<file path="src/hdl/csvp_pkg.sv">
// ----------------------------------------------------------------------------
// csvp_pkg
// shared types and constants of the compact-size varint parser
// ----------------------------------------------------------------------------
package csvp_pkg;

    localparam int unsigned VALUE_W = 32;
    localparam int unsigned LEFT_W  = 4;
    localparam int unsigned POS_W   = 3;

    // first header byte that announces a body
    localparam logic [7:0] HDR_LONG = 8'hFD;
    // last body position that still lands inside the 32-bit value
    localparam logic [POS_W-1:0] MAX_POS = 3'd3;

    typedef enum logic [1:0] {
        PH_HEADER = 2'd0,
        PH_BODY   = 2'd1,
        PH_DONE   = 2'd2,
        PH_ERROR  = 2'd3
    } t_phase;

    typedef enum logic [1:0] {
        ST_BUSY    = 2'd0,
        ST_DONE    = 2'd1,
        ST_UNSUP   = 2'd2,
        ST_INVALID = 2'd3
    } t_status;

    typedef struct packed {
        t_status              status;
        logic [VALUE_W-1:0]   decoded_value;
        logic                 consumed;
        logic                 not_started;
    } t_result;

endpackage

</file>
<file path="src/hdl/compact_size_varint_parser_top.sv">
// ----------------------------------------------------------------------------
// compact_size_varint_parser_top
// byte-serial decoder of compact-size variable-length integers
// ----------------------------------------------------------------------------
// usage:
//   input channel (i_valid / o_stall) takes one raw byte per transaction,
//   with i_start_req to restart the parse at the header phase and
//   i_last_of_chunk as a host marker that does not affect decoding
//   output channel (o_valid / i_stall) gives one result transaction per
//   input byte: status, value so far, consumed flag, not-started flag
//   path: an accepted byte is registered in the input stage; the parser
//   state and the result register update together once the result stage
//   can advance, and the result is shown from then on
//   throughput: one byte per cycle while i_stall is low, set by the state
//   update between the input register and the result register
//   stall: while the result waits under i_stall, the input stage still
//   takes one more byte; o_stall rises only once both stages are full
//   reset: synchronous, active low; parser returns to header phase with a
//   zero value and both stages are emptied
// ----------------------------------------------------------------------------
module compact_size_varint_parser_top (
    input  logic        i_clk,
    input  logic        i_rst_n,
    // byte input channel
    input  logic        i_valid,
    output logic        o_stall,
    input  logic [7:0]  i_data_byte,
    input  logic        i_start_req,
    input  logic        i_last_of_chunk,
    // result channel
    output logic        o_valid,
    input  logic        i_stall,
    output logic [1:0]  o_status,
    output logic [31:0] o_decoded_value,
    output logic        o_consumed,
    output logic        o_not_started
);

    // input stage
    logic              r_in_valid;
    logic [7:0]        r_in_byte;
    logic              r_in_start;

    // result stage
    logic              r_out_valid;
    csvp_pkg::t_result r_out;

    csvp_pkg::t_result c_result;
    logic              c_advance;
    logic              c_accept;

    // result stage frees when empty or when its transaction completes
    assign c_advance = !r_out_valid || !i_stall;
    assign o_stall   = r_in_valid && !c_advance;
    assign c_accept  = i_valid && !o_stall;

    // parser: state moves only when the byte lands in the result stage
    csvp_core u_core (
        .i_clk       (i_clk),
        .i_rst_n     (i_rst_n),
        .i_step      (r_in_valid && c_advance),
        .i_data_byte (r_in_byte),
        .i_start_req (r_in_start),
        .o_result    (c_result)
    );

    always_ff @(posedge i_clk) begin
        if (!i_rst_n) begin
            r_in_valid <= 1'b0;
        end else if (c_accept) begin
            r_in_valid <= 1'b1;
        end else if (c_advance) begin
            r_in_valid <= 1'b0;
        end
    end

    // chunk marker has no bearing on decoding and is not stored
    always_ff @(posedge i_clk) begin
        if (c_accept) begin
            r_in_byte  <= i_data_byte;
            r_in_start <= i_start_req;
        end
    end

    always_ff @(posedge i_clk) begin
        if (!i_rst_n) begin
            r_out_valid <= 1'b0;
        end else if (c_advance) begin
            r_out_valid <= r_in_valid;
        end
    end

    always_ff @(posedge i_clk) begin
        if (c_advance && r_in_valid) begin
            r_out <= c_result;
        end
    end

    assign o_valid         = r_out_valid;
    assign o_status        = r_out.status;
    assign o_decoded_value = r_out.decoded_value;
    assign o_consumed      = r_out.consumed;
    assign o_not_started   = r_out.not_started;

endmodule

</file>
<file path="src/hdl/csvp_core.sv">
// ----------------------------------------------------------------------------
// csvp_core
// parser state registers and the per-byte update
// ----------------------------------------------------------------------------
module csvp_core (
    input  logic              i_clk,
    input  logic              i_rst_n,
    input  logic              i_step,
    input  logic [7:0]        i_data_byte,
    input  logic              i_start_req,
    output csvp_pkg::t_result o_result
);

    csvp_pkg::t_phase                  r_phase, n_phase;
    logic [csvp_pkg::LEFT_W-1:0]       r_left, n_left;
    logic [csvp_pkg::POS_W-1:0]        r_pos, n_pos;
    logic [csvp_pkg::VALUE_W-1:0]      r_acc, n_acc;
    logic                              r_err_inv, n_err_inv;
    logic                              n_took;

    // state as seen by this byte, after an optional start request
    csvp_pkg::t_phase                  c_phase;
    logic [csvp_pkg::LEFT_W-1:0]       c_left;
    logic [csvp_pkg::POS_W-1:0]        c_pos;
    logic [csvp_pkg::VALUE_W-1:0]      c_acc;
    logic                              c_err_inv;
    logic [csvp_pkg::VALUE_W-1:0]      c_shifted;
    logic [csvp_pkg::LEFT_W-1:0]       c_left_dec;

    assign c_phase   = i_start_req ? csvp_pkg::PH_HEADER : r_phase;
    assign c_left    = i_start_req ? '0 : r_left;
    assign c_pos     = i_start_req ? '0 : r_pos;
    assign c_acc     = i_start_req ? '0 : r_acc;
    assign c_err_inv = i_start_req ? 1'b0 : r_err_inv;

    assign c_shifted  = {24'd0, i_data_byte} << {c_pos[1:0], 3'b000};
    assign c_left_dec = c_left - 4'd1;

    // next state
    always_comb begin
        n_phase   = c_phase;
        n_left    = c_left;
        n_pos     = c_pos;
        n_acc     = c_acc;
        n_err_inv = c_err_inv;
        n_took    = 1'b0;
        case (c_phase)
            csvp_pkg::PH_HEADER: begin
                n_took = 1'b1;
                if (i_data_byte < csvp_pkg::HDR_LONG) begin
                    n_acc   = {24'd0, i_data_byte};
                    n_phase = csvp_pkg::PH_DONE;
                end else begin
                    case (i_data_byte[1:0])
                        2'b01:   n_left = 4'd2;
                        2'b10:   n_left = 4'd4;
                        2'b11:   n_left = 4'd8;
                        default: n_left = 4'd0;
                    endcase
                    n_pos   = '0;
                    n_acc   = '0;
                    n_phase = csvp_pkg::PH_BODY;
                end
            end
            csvp_pkg::PH_BODY: begin
                n_took = 1'b1;
                if (c_pos > csvp_pkg::MAX_POS && i_data_byte != 8'd0) begin
                    n_phase   = csvp_pkg::PH_ERROR;
                    n_err_inv = 1'b0;
                end else begin
                    if (c_pos <= csvp_pkg::MAX_POS) begin
                        n_acc = c_acc + c_shifted;
                    end
                    n_pos  = c_pos + 3'd1;
                    n_left = c_left_dec;
                    if (c_left_dec == 4'd0) begin
                        n_phase = csvp_pkg::PH_DONE;
                    end
                end
            end
            default: begin
                n_phase   = csvp_pkg::PH_ERROR;
                n_err_inv = 1'b1;
            end
        endcase
    end

    // result of this byte
    always_comb begin
        case (n_phase)
            csvp_pkg::PH_DONE:  o_result.status = csvp_pkg::ST_DONE;
            csvp_pkg::PH_ERROR: o_result.status = n_err_inv ? csvp_pkg::ST_INVALID
                                                            : csvp_pkg::ST_UNSUP;
            default:            o_result.status = csvp_pkg::ST_BUSY;
        endcase
        o_result.decoded_value = n_acc;
        o_result.consumed      = n_took;
        o_result.not_started   = (n_phase == csvp_pkg::PH_HEADER);
    end

    always_ff @(posedge i_clk) begin
        if (!i_rst_n) begin
            r_phase   <= csvp_pkg::PH_HEADER;
            r_left    <= '0;
            r_pos     <= '0;
            r_acc     <= '0;
            r_err_inv <= 1'b0;
        end else if (i_step) begin
            r_phase   <= n_phase;
            r_left    <= n_left;
            r_pos     <= n_pos;
            r_acc     <= n_acc;
            r_err_inv <= n_err_inv;
        end
    end

endmodule

</file>
<file path="config.mk">
export PLATFORM = sky130hd
export DESIGN_NAME = compact_size_varint_parser_top
export DESIGN_NICKNAME = d
export VERILOG_FILES = /design/src/hdl/csvp_pkg.sv /design/src/hdl/compact_size_varint_parser_top.sv /design/src/hdl/csvp_core.sv
export SDC_FILE = /design/constraint.sdc
export NUM_CORES = 1
export LEC_CHECK = 0
export BUFFER_PORTS_ARGS = -buffer_cell sky130_fd_sc_hd__buf_2
export CAP_MARGIN = 5
export CELL_PAD_IN_SITES_DETAIL_PLACEMENT = 1
export CELL_PAD_IN_SITES_GLOBAL_PLACEMENT = 1
export CORE_UTILIZATION = 46
export DETAILED_ROUTE_END_ITERATION = 7
export PLACE_DENSITY_LB_ADDON = 0.1
export SLEW_MARGIN = 20
export SYNTH_ARGS = -nofsm -noshare
export SYNTH_HDL_FRONTEND = slang
export SYNTH_HIERARCHICAL = 1
export SYNTH_SLANG_ARGS = --single-unit
</file>
<file path="constraint.sdc">
create_clock -name i_clk -period 5.1 [get_ports i_clk]
set_input_delay 0.51 -clock i_clk [delete_from_list [all_inputs] [get_ports i_clk]]
set_output_delay 0.51 -clock i_clk [all_outputs]
set_load 0.03 [all_outputs]
</file>
== Yosys cells after proc, flatten, opt, wreduce, memory -nomap -nowiden ==
Index checks and enable logic that the tools add are counted.

* Register bits: 89
* Bits in latches: 0
* Bits in writable memories: 0
* Bits in read-only memories: 0
* Input bits: 14
* Output and inout port bits: 38
* Logic and storage cells: 68
* Memories: 0

* Add/subtract/negate cells: 3
* Multipliers: 0
* Div/mod/pow operators: 0
* Order comparisons: 3
* Equal/unequal tests: 6
* Shifts and indexed selects: 1
* Mux-type cells: 27
* Bitwise gates (word level): 0
* Reductions and logical operators: 15

{| class="wikitable"
|+ Operators by type and width
! kind !! count
|-
| two-way mux 32 bit || 3
|-
| one-hot mux 32 bit (2 select lines) || 1
|-
| adder 32 bit || 1
|-
| left shift 8 x 5 -> 32 bit || 1
|-
| two-way mux 4 bit || 3
|-
| one-hot mux 4 bit (3 select lines) || 1
|-
| two-way mux 3 bit || 3
|-
| equality test 2 bit (second input constant) || 4
|-
| less-than comparator 8 bit (second input constant) || 1
|-
| two-way mux 2 bit || 4
|-
| two-way mux 8 bit || 1
|-
| one-hot mux 2 bit (2 select lines) || 2
|-
| one-hot mux 4 bit (2 select lines) || 1
|-
| nonzero test 8 bit || 1
|-
| two-way mux 1 bit || 6
|-
| one-hot mux 3 bit (2 select lines) || 1
|-
| equality test 2 x 1 -> 1 bit (second input constant) || 2
|-
| logical AND 1 bit || 4
|-
| logical NOT 1 bit || 4
|-
| logical NOT 2 bit || 2
|-
| logical NOT 4 bit || 1
|-
| subtractor 4 x 1 -> 4 bit (second input constant) || 1
|-
| adder 3 x 1 -> 3 bit (second input constant) || 1
|-
| greater-than comparator 3 x 2 -> 1 bit (second input constant) || 1
|-
| 5 further kinds || 5
|}

== Logic depth before layout (Yosys ltp) ==
Gate-level depths: netlist of run 1.

* Depth in word-level cells: 8
* Depth in mapped cells: 15

== Hierarchy ==
The synthesis of run 1 kept the hierarchy.

{| class="wikitable"
|+ Modules (own cells, without submodules)
! module !! instances !! cells each !! area an instance (um2)
|-
| csvp_core || 1 || 616 || 4,483.0
|-
| compact_size_varint_parser_top || 1 || 53 || 1,435.1
|}

== Worst setup path after synthesis of run 1 ==
Ideal clock, no wire load.

* Kind: input-to-reg
* Start point: in i_stall
* End point: reg u_core/r_acc[0] in the netlist's numbering
* Data arrival time: 4.390 ns
* Data required time: 4.972 ns
* Setup slack: 0.582 ns
* Cell stages on the path: 5
* Buffers on the path: 2
* Path through: a21boi_0 > clkbuf_1 > buf_1 > mux2i_1 > nor2_1

* Cells in the longest elaborated chain, start to end: 3

{| class="wikitable"
|+ RTL lines
! what !! line !! RTL
|-
| from (decl) || compact_size_varint_parser_top.sv:32 || <nowiki>input logic i_stall,</nowiki>
|-
| logical NOT 1 bit || compact_size_varint_parser_top.sv:53 || <nowiki>assign c_advance = !r_out_valid || !i_stall;</nowiki>
|-
| logical OR 1 bit || compact_size_varint_parser_top.sv:53 ||
|-
| logical AND 1 bit || compact_size_varint_parser_top.sv:61 || <nowiki>.i_step (r_in_valid && c_advance),</nowiki>
|-
| to (signal assigned) || csvp_core.sv:112 || <nowiki>r_acc <= n_acc;</nowiki>
|-
| to (decl) || csvp_core.sv:17 || <nowiki>logic [csvp_pkg::VALUE_W-1:0] r_acc, n_acc;</nowiki>
|}

Every way passes these cells.
A chain may end at the register's enable or synchronous reset.

==> results of run 1 <==
==> per-stage QoR <==
| stage | hold slack (ns) | power, mW | utilization [%] | instances |
|---|---|---|---|---|
| final | 0.326 | 1.64 | 52.5 | 879 |
| after global routing | 0.313 | 1.70 | 52.5 | 879 |
| after CTS | 0.315 | 1.66 | 52.5 | 879 |
| after detailed placement | 0.478 | 0.997 | 50.2 | 863 |
| after global placement | 0.466 | 0.992 | 50.2 | 863 |
| after floorplan | 0.455 | 0.940 | - | 669 |
==> sequential cells by signal, summed over array words and instances (netlist names), 2 cells and up <==
signal and count:
u_core/r_pos 3, u_core/r_phase 2, u_core/r_left 4, r_in_byte 8
u_core/r_acc 32, o_decoded_value 32, o_status 2
==> final cells by class <==
class | count | area [sq um] | area share [%]
clock inverters | 7 | 67.6 | 1.02
multi-input cells | 528 | 3480 | 52.8
flip-flops and latches | 89 | 2230 | 33.8
well taps | 172 | 215 | 3.26
inverters | 15 | 56.3 | 0.853
clock buffers | 9 | 225 | 3.41
repair buffers | 59 | 318 | 4.82
==> synthesized netlist by cell type (12+ instances only) <==
master / number
a22o_1: 12
nand2_1: 51
clkbuf_1: 25
mux2i_1: 12
edfxtp_1: 45
xnor2_1: 13
inv_1: 13
ha_1: 34
and2_1: 21
nand3_1: 17
nor2b_1: 41
a21oi_1: 46
and3_1: 20
a21o_1: 12
nand2b_1: 13
o21ai_0: 38
dfxtp_1: 44
nor2_1: 62
==> power by group through the flow <==
stage	clock network [mW]	logic (mW)	registers [mW]
floorplan	0	0.107	0.834
global placement	0	0.176	0.816
detailed placement	0	0.180	0.817
CTS	0.677	0.183	0.801
global route	0.701	0.198	0.804
finish	0.658	0.182	0.801
==> path summary, 6_finish.rpt <==
kind	slack (ns)	to
max reg2reg	0.93	o_decoded_value[30]
min reg2reg	0.49	u_core/r_acc[2]
min	0.33	r_in_byte[5]
max	0.93	o_decoded_value[30]
==> per-layer routing <==
layer  vias up  part of all wire (%)  GRT usage [%]  wire, microns
met5         -                     0              0              0
met4         0                   2.5           10.4            435
met3        30                   3.8           4.81            667
met2       124                    49           46.7           8450
met1      2577                    45           35.1           7830
li1       2522                     -              -              -
==> cell usage in the layout, fill, tap and decap left out, types with 12 or more instances in the layout <==
cell,count
a22o_1,12
a21oi_1,46
inv_1,13
nand3_1,17
o21ai_0,38
xnor2_1,13
nand2_1,51
and2_1,21
mux2i_1,12
nor2b_1,41
nand2b_1,13
a21o_1,12
nor2_1,62
and3_1,20
buf_2,50
dfxtp_1,44
edfxtp_1,45
ha_1,34
==> worst max-delay path, delay by kind of cell (launching register included) <==
family | cells | cell delay [ns]
buf+inv | 1 | 0.29
compound gates | 7 | 1.47
flops | 1 | 0.42
fa+ha+maj | 2 | 0.45
simple gates | 4 | 1.26
==> kinds of logic (layout without fill, tap and decap cells) <==
family | after synthesis | count (layout) | synth area share (%)
other | 1 | 1 | 0.0634
adders and majority gates | 35 | 35 | 7.53
DFF | 89 | 89 | 37.7
buffers and inverters | 52 | 90 | 3.62
and+or+nand+nor | 258 | 258 | 22.6
AOI/OAI and AO/OA | 201 | 201 | 23.4
muxes | 12 | 12 | 2.03
xor gates and xnor gates | 21 | 21 | 3.11
==> results.json, run 1 <==
{
  "status": "completed",
  "critPathSlowestCell": "nor2_1",
  "worstPathRequired_ns": 5.17,
  "hold_depth": 1,
  "yosys.area.top_type": "edfxtp_1",
  "vias_per_cell": 5.98,
  "dieArea_sq_um": 13300,
  "dr.pass1.iters": 7,
  "power_density_nw_per_um2": 249,
  "nFillCells": 1486,
  "synth_area_sq_um": 5920,
  "grt.overflow.total": 0,
  "clkLatencyLatePin_ns": 0.36,
  "cts-root-buf": "clkbuf_16",
  "numCtsBuffers": 9,
  "async_flop_share_pct": 0,
  "antenna_found_initial": 0,
  "fin_skew_ns": 0.0103,
  "path_cells": "nand2b_1 -> clkinv_1 -> nor2_1 -> and2_1 -> ha_1 -> fa_1 -> a21oi_1 -> nand4b_4 -> a21oi_4 -> o2111ai_1 -> a211oi_1 -> o21a_1 -> o21a_1 -> o31ai_1",
  "place_area_sq_um": 6300,
  "cts_tree": "built",
  "mappedNetlistNets": 718,
  "seq_power_share_pct": 48.8,
  "setup_slack_ns": 0.927,
  "post_cts_buffers": 0,
  "drt_iter0_drc": 337,
  "clock.fmax_ghz": 0.240,
  "cts_hold_buffers": 0,
  "max-slew-margin-rel_pct": 40.7,
  "synth_enable_flop_cells": 45,
  "rsz0062_at_grt": "false",
  "cpMostUsedCell": "o21a_1",
  "cpPeakStageDelay_ns": 0.51,
  "cp.arrival_ns": 4.25,
  "combinationalPowerShare_pct": 11.1,
  "path_max_fanout": 11,
  "num-nets-final": 751,
  "wire_per_inst_microns": 19.8,
  "grt_max_degree": 51,
  "design_area_sq_um": 6600,
  "setup-tns-final_ns": 0,
  "post_cts_resize_count": 0,
  "antenna_cells": 0,
  "syn_inst": 669,
  "core_region_area_sq_um": 12600,
  "synth.top_cell.area_share_pct": 22.8,
  "initial_utilization_pct": 47.1,
  "p_leak_nw": 2.75,
  "p_sw_mw": 0.461,
  "die_x_microns": 115,
  "grt_pass1_vias": 5324,
  "finalMaxSlewViolations": 0,
  "syn_to_final_growth_pct": 11.5,
  "post-route-drc-count": 0,
  "fp.dieH_microns": 115,
  "rows": 41,
  "grt_util_all_layers_pct": 27.6,
  "hold_viol": 0,
  "min_period_ns": 4.17,
  "rr_worst_depth": 14,
  "synth_area_leaders": "edfxtp_1 23%, dfxtp_1 15%, ha_1 7.2%",
  "setup_viol": 0,
  "yosysSeqAreaShare_pct": 37.7,
  "tightest_slew_ns": 0.889,
  "yosys_warnings": 6,
  "synth_cell_types": 66,
  "clockBufferDepth": 2,
  "ys_ff_latch": 89,
  "startpoint": "r_in_start",
  "maxCapViolations": 0,
  "p_clk_share_pct": 40.1,
  "switching_share_pct": 28.1,
  "cp-start-kind": "register",
  "gp_congestion": 0.871,
  "vdd_ir_drop_max_v": 0.000215,
  "endpoint_kind": "register",
  "period_share_pct": 81.8,
  "reg2reg_from": "r_in_start",
  "clkTransAtPathRegs_ns": 0.07,
  "ys.flop_type": "edfxtp_1",
  "p_int_mw": 1.18,
  "dp_slack_ns": 0.951,
  "hp-class": "in2reg",
  "synth.avg_cell_area_sq_um": 8.85,
  "vias": 5253,
  "hold_start": "i_data_byte[5]",
  "finalWirelength_microns": 17400,
  "crit_type": "reg2reg",
  "cts_htree_levels": 3,
  "cts.sinks": 89,
  "io_buffers": 50,
  "ant_nets": 0,
  "drive_gt1_share_pct": 13.0,
  "grt_pass1_wl_microns": 27800,
  "io_pins": 52,
  "dp.final_hpwl_microns": 12400
}
No activity file was read; power rests on OpenSTA's default activity.
==> inputs of run 2 (changes only) <==
==> constraint.sdc (replaced) <==
create_clock -name i_clk -period 4.15 [get_ports i_clk]
set_input_delay 0.415 -clock i_clk [delete_from_list [all_inputs] [get_ports i_clk]]
set_output_delay 0.415 -clock i_clk [all_outputs]
set_load 0.03 [all_outputs]
==> results.json, run 2 (same netlist as run 1, synthesis figures left out) <==
{
  "status": "completed",
  "reg2reg_from": "r_in_start",
  "antenna_found_initial": 0,
  "cts_tree": "built",
  "endpoint_kind": "register",
  "min_period_ns": 3.81,
  "cts-root-buf": "clkbuf_16",
  "worstPathRequired_ns": 4.26,
  "reg2reg_slack_ns": 0.34,
  "layout_common_cells": "61 x nor2_1, 51 x nand2_1, 50 x buf_2",
  "vdd_ir_drop_max_v": 0.000248,
  "vias": 5304,
  "drive_gt1_share_pct": 13.4,
  "numCtsBuffers": 9,
  "vias_per_cell": 6.01,
  "grt.overflow.total": 0,
  "startpoint": "r_in_start",
  "nFillCells": 1510,
  "finalWirelength_microns": 17800,
  "num-nets-final": 754,
  "met1_usage_pct": 36.0,
  "syn_to_final_growth_pct": 12.4,
  "initial_utilization_pct": 47.1,
  "cts_hold_buffers": 0,
  "clkLatencyLatePin_ns": 0.35,
  "grt_pass1_vias": 5425,
  "path_max_fanout": 10,
  "setup-tns-final_ns": 0,
  "wire_per_inst_microns": 20.2,
  "cts_htree_levels": 3,
  "die_x_microns": 115,
  "busiest_layer": "met2",
  "final_core_util_pct": 52.9,
  "hold_depth": 1,
  "setup_viol": 0,
  "design_area_sq_um": 6650,
  "grt_max_degree": 48,
  "io_buffers": 50,
  "antenna_cells": 0,
  "rows": 41,
  "dieArea_sq_um": 13300,
  "rr_worst_depth": 13,
  "finalMaxSlewViolations": 0,
  "power_density_nw_per_um2": 316,
  "grt_util_all_layers_pct": 28.2,
  "tightest_slew_ns": 1.07,
  "clock.fmax_ghz": 0.263,
  "maxCapViolations": 0,
  "grt_pass1_wl_microns": 28600,
  "grt_use_met3_pct": 3.19,
  "hp-class": "in2reg",
  "setup_slack_ns": 0.341,
  "max-slew-margin-rel_pct": 28.4,
  "io_pins": 52,
  "ant_nets": 0,
  "cp.arrival_ns": 3.91,
  "hold_start": "i_data_byte[2]",
  "clkTransAtPathRegs_ns": 0.07,
  "hold_viol": 0,
  "period_share_pct": 91.8,
  "core_region_area_sq_um": 12600,
  "cts.sinks": 89,
  "dp.final_hpwl_microns": 12700,
  "clockBufferDepth": 2,
  "dp_slack_ns": 0.361,
  "dr.pass1.iters": 4,
  "layout_commonest_cell": "nor2_1",
  "p_leak_nw": 2.78,
  "met2_usage_pct": 48.3,
  "gp_congestion": 0.881,
  "drt_iter0_drc": 317,
  "finalPower_mw": 2.10,
  "place_area_sq_um": 6330,
  "post-route-drc-count": 0,
  "crit_type": "reg2reg",
  "cp-start-kind": "register",
  "rsz0062_at_grt": "false",
  "fin_skew_ns": 0.00884,
  "fp.dieH_microns": 115
}
## run 2: layer usage
| metal | vias up | share of wire (%) |
|---|---|---|
| li1 | 2528 | - |
| met1 | 2653 | 46 |
| met2 | 96 | 49 |
| met3 | 27 | 2.2 |
| met4 | 0 | 2.7 |
| met5 | - | 0 |
## run 2: worst max-delay path, stage by stage, from the launching register on
cell and delay, ns:
edfxtp_1 0.42, nand2b_1 0.20, buf_4 0.18, nor2_1 0.37, and2_1 0.21, ha_1 0.27, and3_1 0.21, and2_1 0.26
nand4_1 0.17, a21oi_1 0.40, nor3b_2 0.14, o21a_1 0.24, xnor2_1 0.12, o21ai_0 0.36
## run 2: path summary, 6_finish.rpt
kind,end
worst max-delay path,o_decoded_value[25]
worst min-delay path,r_in_byte[2]
worst max register to register,o_decoded_value[25]
worst min register to register,u_core/r_acc[14]
## run 2: cell type report
class	instances	area [sq um]	share of cell area (%)
inverters	15	56.3	0.847
well taps	172	215	3.24
flip-flops and latches	89	2230	33.6
clock buffers	11	243	3.65
clock inverters	5	78.8	1.19
repair buffers	62	340	5.12
multi-input cells	528	3490	52.4
## run 2: timing repair
item | in CTS | in global routing
setup endpoints to repair | 0 | 1
buffers inserted | 0 | 0
resized for setup | 0 | 1
## run 2: through the flow
stage	hold slack (ns)	instances
5_1_grt	0.230	882
2_1_floorplan	0.455	669
6_report	0.237	882
3_3_place_gp	0.467	866
4_1_cts	0.227	882
3_5_place_dp	0.487	866
## run 2: power by group
part / switching, mW / internal (mW) / total (mW)
Sequential: 0.0266 / 0.958 / 0.984
Combinational: 0.156 / 0.0717 / 0.228
Clock: 0.349 / 0.544 / 0.893
